### src/rtl/fbfl_pkg.sv
// ----------------------------------------------------------------------------
// fbfl_pkg
// Shared constants and types of the fixed-size block free-list allocator:
// action and status codes, register indexes, field widths and defaults.
// ----------------------------------------------------------------------------
package fbfl_pkg;

    // Defaults for the top-level parameters
    localparam int SLOTS_DEF          = 1024;
    localparam int MIN_SLOT_BYTES_DEF = 8;

    // Field widths
    localparam int ACTION_W  = 2;
    localparam int SIZE_W    = 16;
    localparam int INDEX_W   = 10;
    localparam int STATUS_W  = 2;
    localparam int OFFSET_W  = 26;
    localparam int COUNT_W   = 11;
    localparam int BYTES_W   = 17;
    localparam int PROD_W    = COUNT_W + BYTES_W;
    localparam int CFG_IDX_W = 1;
    localparam int CFG_DAT_W = 16;

    // Action codes
    localparam logic [ACTION_W-1:0] ACT_ALLOC   = 2'd0;
    localparam logic [ACTION_W-1:0] ACT_FREE    = 2'd1;
    localparam logic [ACTION_W-1:0] ACT_REBUILD = 2'd2;

    // Status codes
    localparam logic [STATUS_W-1:0] STAT_OK      = 2'd0;
    localparam logic [STATUS_W-1:0] STAT_INVALID = 2'd1;
    localparam logic [STATUS_W-1:0] STAT_EMPTY   = 2'd2;

    // Configuration register indexes
    localparam logic [CFG_IDX_W-1:0] REG_SLOT_BYTES   = 1'd0;
    localparam logic [CFG_IDX_W-1:0] REG_SLOTS_IN_USE = 1'd1;

    // Configuration reset values
    localparam logic [SIZE_W-1:0]  SLOT_BYTES_RST   = 16'd8;
    localparam logic [COUNT_W-1:0] SLOTS_IN_USE_RST = 11'd1024;

    localparam logic [COUNT_W-1:0] COUNT_MAX = '1;

    // Link memory port controls
    typedef struct packed {
        logic rd_en;
        logic wr_en;
    } mem_ctl_t;

endpackage

### src/rtl/fbfl_core.sv
// ----------------------------------------------------------------------------
// fbfl_core
// Allocator sequencer: latches a transaction, reads the link memory at the
// free-list head, then updates the pool state and registers the result.
// ----------------------------------------------------------------------------
module fbfl_core #(
    parameter int SLOTS          = fbfl_pkg::SLOTS_DEF,
    parameter int MIN_SLOT_BYTES = fbfl_pkg::MIN_SLOT_BYTES_DEF,
    parameter int AW             = $clog2(SLOTS),
    parameter int DW             = AW + 1
) (
    input  logic                            clk,
    input  logic                            rst_n,
    input  logic                            start,
    output logic                            busy,
    input  logic [fbfl_pkg::ACTION_W-1:0]   action,
    input  logic [fbfl_pkg::SIZE_W-1:0]     request_size,
    input  logic [fbfl_pkg::INDEX_W-1:0]    slot_index,
    input  logic [fbfl_pkg::SIZE_W-1:0]     cfg_slot_bytes,
    input  logic [fbfl_pkg::COUNT_W-1:0]    cfg_slots_in_use,
    output fbfl_pkg::mem_ctl_t              mem_ctl,
    output logic [AW-1:0]                   mem_rd_addr,
    output logic [AW-1:0]                   mem_wr_addr,
    output logic [DW-1:0]                   mem_wr_data,
    input  logic [DW-1:0]                   mem_rd_data,
    output logic                            done,
    output logic [fbfl_pkg::STATUS_W-1:0]   status,
    output logic [fbfl_pkg::INDEX_W-1:0]    granted_slot,
    output logic [fbfl_pkg::OFFSET_W-1:0]   byte_offset,
    output logic [fbfl_pkg::COUNT_W-1:0]    free_count
);

    localparam int CW = fbfl_pkg::COUNT_W;
    localparam int BW = fbfl_pkg::BYTES_W;
    localparam int MIN_EFF  = (MIN_SLOT_BYTES > 8) ? MIN_SLOT_BYTES : 8;
    localparam int POOL_RST = (SLOTS < 1024) ? SLOTS : 1024;
    localparam logic [BW-1:0] EFF_RST      = BW'(MIN_EFF);
    localparam logic [BW-1:0] MIN_BYTES    = BW'(MIN_SLOT_BYTES);
    localparam logic [CW-1:0] POOL_RST_VAL = CW'(POOL_RST);

    typedef enum logic [1:0] {
        ST_IDLE = 2'b01,
        ST_EXEC = 2'b10
    } state_t;

    state_t state_reg, state_next;

    logic [fbfl_pkg::ACTION_W-1:0] act_reg;
    logic [fbfl_pkg::SIZE_W-1:0]   req_reg;
    logic [fbfl_pkg::INDEX_W-1:0]  idx_reg;

    logic [AW-1:0] head_reg, head_next;
    logic          head_valid_reg, head_valid_next;
    logic [CW-1:0] watermark_reg, watermark_next;
    logic [CW-1:0] avail_reg, avail_next;
    logic [CW-1:0] pool_reg, pool_next;
    logic [BW-1:0] eff_reg, eff_next;

    logic                          done_reg;
    logic [fbfl_pkg::STATUS_W-1:0] status_reg, status_next;
    logic [fbfl_pkg::INDEX_W-1:0]  granted_reg;
    logic [fbfl_pkg::OFFSET_W-1:0] offset_reg;

    logic [CW-1:0]                 grant_full;
    logic [fbfl_pkg::PROD_W-1:0]   product;
    logic                          accept;
    logic                          free_ok;
    logic [AW-1:0]                 link_next;
    logic                          link_more;

    assign accept    = start && (state_reg == ST_IDLE);
    assign busy      = (state_reg != ST_IDLE);
    assign link_next = mem_rd_data[AW-1:0];
    assign link_more = mem_rd_data[AW];

    // Read the head entry on every accept; only an allocate uses it.
    assign mem_ctl.rd_en = accept;
    assign mem_ctl.wr_en = (state_reg == ST_EXEC) && free_ok;
    assign mem_rd_addr   = head_reg;
    assign mem_wr_addr   = AW'(idx_reg);
    assign mem_wr_data   = {head_valid_reg, head_reg};

    always_comb
    begin
        state_next      = state_reg;
        head_next       = head_reg;
        head_valid_next = head_valid_reg;
        watermark_next  = watermark_reg;
        avail_next      = avail_reg;
        pool_next       = pool_reg;
        eff_next        = eff_reg;
        status_next     = fbfl_pkg::STAT_INVALID;
        grant_full      = '0;
        free_ok         = 1'b0;

        case (state_reg)
            ST_IDLE:
            begin
                if (accept)
                begin
                    state_next = ST_EXEC;
                end
            end
            ST_EXEC:
            begin
                state_next = ST_IDLE;
                case (act_reg)
                    fbfl_pkg::ACT_ALLOC:
                    begin
                        if (BW'(req_reg) > eff_reg)
                        begin
                            status_next = fbfl_pkg::STAT_INVALID;
                        end
                        else if (head_valid_reg)
                        begin
                            grant_full      = CW'(head_reg);
                            head_next       = link_next;
                            head_valid_next = link_more;
                            status_next     = fbfl_pkg::STAT_OK;
                        end
                        else if (watermark_reg < pool_reg)
                        begin
                            grant_full     = watermark_reg;
                            watermark_next = watermark_reg + CW'(1);
                            status_next    = fbfl_pkg::STAT_OK;
                        end
                        else
                        begin
                            status_next = fbfl_pkg::STAT_EMPTY;
                        end
                        if (status_next == fbfl_pkg::STAT_OK && avail_reg != '0)
                        begin
                            avail_next = avail_reg - CW'(1);
                        end
                    end
                    fbfl_pkg::ACT_FREE:
                    begin
                        if (CW'(idx_reg) < pool_reg && 32'(idx_reg) < SLOTS)
                        begin
                            free_ok         = 1'b1;
                            head_next       = AW'(idx_reg);
                            head_valid_next = 1'b1;
                            status_next     = fbfl_pkg::STAT_OK;
                            if (avail_reg != fbfl_pkg::COUNT_MAX)
                            begin
                                avail_next = avail_reg + CW'(1);
                            end
                        end
                    end
                    fbfl_pkg::ACT_REBUILD:
                    begin
                        if (cfg_slot_bytes != '0 && cfg_slots_in_use != '0 &&
                            32'(cfg_slots_in_use) <= SLOTS)
                        begin
                            eff_next = (BW'(cfg_slot_bytes) < MIN_BYTES) ?
                                       MIN_BYTES : BW'(cfg_slot_bytes);
                            pool_next       = cfg_slots_in_use;
                            avail_next      = cfg_slots_in_use;
                            watermark_next  = '0;
                            head_next       = '0;
                            head_valid_next = 1'b0;
                            status_next     = fbfl_pkg::STAT_OK;
                        end
                    end
                    default:
                    begin
                        status_next = fbfl_pkg::STAT_INVALID;
                    end
                endcase
            end
            default:
            begin
                state_next = ST_IDLE;
            end
        endcase
    end

    assign product = grant_full * eff_reg;

    always_ff @(posedge clk or negedge rst_n)
    begin
        if (!rst_n)
        begin
            state_reg      <= ST_IDLE;
            head_reg       <= '0;
            head_valid_reg <= 1'b0;
            watermark_reg  <= '0;
            avail_reg      <= POOL_RST_VAL;
            pool_reg       <= POOL_RST_VAL;
            eff_reg        <= EFF_RST;
            done_reg       <= 1'b0;
        end
        else
        begin
            state_reg      <= state_next;
            head_reg       <= head_next;
            head_valid_reg <= head_valid_next;
            watermark_reg  <= watermark_next;
            avail_reg      <= avail_next;
            pool_reg       <= pool_next;
            eff_reg        <= eff_next;
            done_reg       <= (state_reg == ST_EXEC);
        end
    end

    // Transaction and result payload
    always_ff @(posedge clk)
    begin
        if (accept)
        begin
            act_reg <= action;
            req_reg <= request_size;
            idx_reg <= slot_index;
        end
        if (state_reg == ST_EXEC)
        begin
            status_reg  <= status_next;
            granted_reg <= grant_full[fbfl_pkg::INDEX_W-1:0];
            offset_reg  <= product[fbfl_pkg::OFFSET_W-1:0];
        end
    end

    assign done         = done_reg;
    assign status       = status_reg;
    assign granted_slot = granted_reg;
    assign byte_offset  = offset_reg;
    assign free_count   = avail_reg;

endmodule

### config.mk
export PLATFORM = sky130hd
export DESIGN_NAME = fbfl_core
export DESIGN_NICKNAME = d
export VERILOG_FILES = /design/src/rtl/fbfl_pkg.sv /design/src/rtl/fbfl_core.sv
export SDC_FILE = /design/constraint.sdc
export NUM_CORES = 1
export LEC_CHECK = 0
export ABC_AREA = 1
export BUFFER_PORTS_ARGS = -buffer_cell sky130_fd_sc_hd__buf_4
export CAP_MARGIN = 15
export CORE_MARGIN = 1
export CORE_UTILIZATION = 35
export DETAILED_ROUTE_END_ITERATION = 10
export PLACE_DENSITY = 0.63
export SETUP_SLACK_MARGIN = 0.05
export SLEW_MARGIN = 10
export SYNTH_ARGS = -nofsm -noshare
export SYNTH_HDL_FRONTEND = slang
export SYNTH_SLANG_ARGS = --single-unit
### constraint.sdc
create_clock -name clk -period 8.4 [get_ports clk]
set_input_delay 1.68 -clock clk [delete_from_list [all_inputs] [get_ports clk]]
set_output_delay 1.68 -clock clk [all_outputs]
set_load 0.05 [all_outputs]
==> results.md <==
* Status: complete, no violations
* Placed Cells incl. Taps at 2,086
* MaxCap Viol Count at 0
* Max Slew Vio Count at 0
* Vias in the first global route at 10,701
* Buf/Inv on CP at 5
* Most common cell in the netlist: nand2_1
* Ys flop type: edfxtp_1
* Mapped cell area at 12,620 sq um
* Layout net count at 1,949
* Num CTS Buffers at 17
* Average wire per standard cell at 17.07 um
* Hold WC Path Type: reg2reg
* Routed wire length at 36.15 mm
* Routed vias at 10,545
* Post-synthesis cell count at 1,511
* Routability Congestion at 0.9335
* Max clock buf depth at 2
* Layout cells sized above 1 at 13.94%
* Detail Placement HPWL at 28.94 mm
* Vias per inst at 4.979
* # fillers at 3,540
* Worst vdd ir at 0.0002237 V
* Total Die Area at 36,820 sq um
* WP data required at 8.59 ns
* Synth area leaders: fa_1 (20%), edfxtp_1 (16%), dfrtp_1 (12%)
* Final Core Density at 41.56%
* Layout area overhead at 16.83%
* Multi-input logic area at 7804 sq um
* Sw Ratio at 43.21%
* PostCTS Resize Cnt at 0
* Number of flip-flops in the largest register at 26
* Slew headroom at 36.80%
* Buffers on Ports at 152
* P_sw at 1.218 mW
* Worst Path Arrival at 7.52 ns
* Final Hold Violating Endpoints at 0
* Final worst path period need at 7.332 ns
* CP max-delay cell: fa_1
* Fin crit share at 87.28%
* CTS tree: built
* Io pins at 153
* Clk slew on worst S/H paths at 0.06 ns
* CTS sink cnt at 129
* Crit path max-delay family: adder cells
* Die height at 191.9 um
* GR Overflow Total at 0
* Root Buffer: clkbuf_16
* Core area at 35,480 sq um
* Setup WS post-layout at 1.068 ns
* Num rows at 69
* Clock power frac at 28.6%
* Hold-fix buffers, CTS at 0
* GR Util All Layers at 20.50%
* Seq pwr share at 32.7%
* DP Worst Slack at 1.208 ns
* Largest net degree at the start of global routing at 64
* Max Freq at 136.4 MHz
* H-tree levels at 4
* Commonest cells in the netlist: nand2_1 (346), inv_1 (251), nor2_1 (163)
* CP startpoint kind: flip-flop
* CP Capture Type: flip-flop
* Antenna diodes at 0
* Hold Slack at 0.4994 ns
* Die W at 191.9 um
* Number of DRC markers in iteration 0 at 730
* Fin Clk Skew at 0.01097 ns
* WS Path Type: reg2reg
* Sequential cell area fraction in the yosys report at 28.23%
* Combinational power share at 38.7%
* Setup TNS at 0 ns
* Clock Latency Late Sink at 0.43 ns
* First-pass DRT Iterations at 8
* Leak Pwr at 7.570 nW
* Setup Fix Bufs, Post-CTS at 0
* Ys async rst share at 48.84%
* Finished Layout Cells at 2,118
* Slowest stage delay, CP at 0.54 ns
* Post-synth EDFFs at 66
* DRC viols at 0
* Library cells used by synthesis at 43
* Initial antenna violation count at 0
* Register Area at 3563 sq um
* PwrDens at 191.1 nW/um^2
* RSZ-0062 raised after global routing: false
* Pint at 1.600 mW
* Post-route ant nets at 0
* Yosys top cell area share at 19.83%
* Yosys warns at 0
* Crit-path max FO at 14
* Setup Viol. Count Final at 0
* Worst slew pin tran at 0.9480 ns
* Post-synth net total at 1,816
* First-pass GRT wire length at 57.59 mm
* Starting density of the core at 35.57%
* Average size of a mapped cell at 8.353 sq um
* Count of state elements after synthesis at 129
* Yosys top cell by area: fa_1
[power by group through the flow]
stage	registers (mW)	clock network, mW	logic (mW)
after floorplan	1.05	0	0.616
after global placement	0.931	0	1.07
after detailed placement	0.931	0	1.08
after CTS	0.921	0.821	1.09
after global routing	0.938	0.846	1.20
final	0.922	0.806	1.09
[routing by layer]
| layer | wire (um) | track usage [%] | vias up |
|---|---|---|---|
| met4 | 958 | 6.685 | 0 |
| met5 | 0 | 0 | - |
| li1 | - | - | 5031 |
| met1 | 15970 | 26.35 | 5091 |
| met3 | 2196 | 3.983 | 53 |
| met2 | 17030 | 34.43 | 370 |
[path summary, 6_finish.rpt]
path	start	to	slack (ns)	depth (start not counted)
min in group asynchronous	rst_n	done	1.34	1
min reg2reg	pool_reg[10]	pool_reg[10]	0.50	2
min	pool_reg[10]	pool_reg[10]	0.50	2
max reg2reg	eff_reg[15]	byte_offset[25]	1.07	26
max	eff_reg[15]	byte_offset[25]	1.07	26
max in group asynchronous	rst_n	mem_rd_addr[4]	6.48	1
[final cells by class]
cell class | count | share of cell area [%]
clock buffer | 22 | 3.224
clock inverter | 10 | 0.9843
inverter | 269 | 6.848
multi-input combinational | 1071 | 52.92
sequential | 129 | 24.17
tap | 461 | 3.912
timing repair buffer | 156 | 7.942
[cells by family after synthesis]
kind of cell	Yosys count	synth area share [%]
AO/OA/AOI/OAI	145	6.246
flip-flops	129	28.23
adder cells (fa/ha/maj)	236	30.83
AND/OR/NAND/NOR	661	22.74
buffers and inverters	311	9.934
XOR/XNOR	29	2.012
[through the flow]
stage	instance area [sq um]	power, mW
6_report	14750	2.818
5_1_grt	14750	2.980
3_5_place_dp	14120	2.014
2_1_floorplan	12620	1.670
4_1_cts	14750	2.829
3_3_place_gp	14120	1.998
[worst min-delay path, stage by stage, from the launching register on]
cell     delay (ns)
dfstp_2        0.37
nand2_1        0.06
o21ai_0        0.07
[cells in the final DEF (no fill, tap or decap), types with 3 or more instances in the layout]
master / instances
nand2_1: 346
inv_1: 251
nor2_1: 163
buf_4: 156
fa_1: 125
ha_1: 111
edfxtp_1: 66
nand3_1: 63
o21ai_0: 61
dfrtp_1: 59
a21oi_1: 48
nand4_1: 33
xor2_1: 18
clkbuf_16: 18
nor3_1: 15
xnor2_1: 11
nor2_4: 10
inv_2: 10
a21boi_0: 9
o21ai_1: 9
clkinv_1: 8
or2_2: 7
nor2_2: 6
a21o_1: 6
nand3b_1: 5
nand3_2: 4
o21bai_1: 4
dfstp_2: 4
a31oi_1: 3
clkbuf_1: 3
inv_6: 3
bufinv_16: 3
Power figures use the tool's default switching activity.
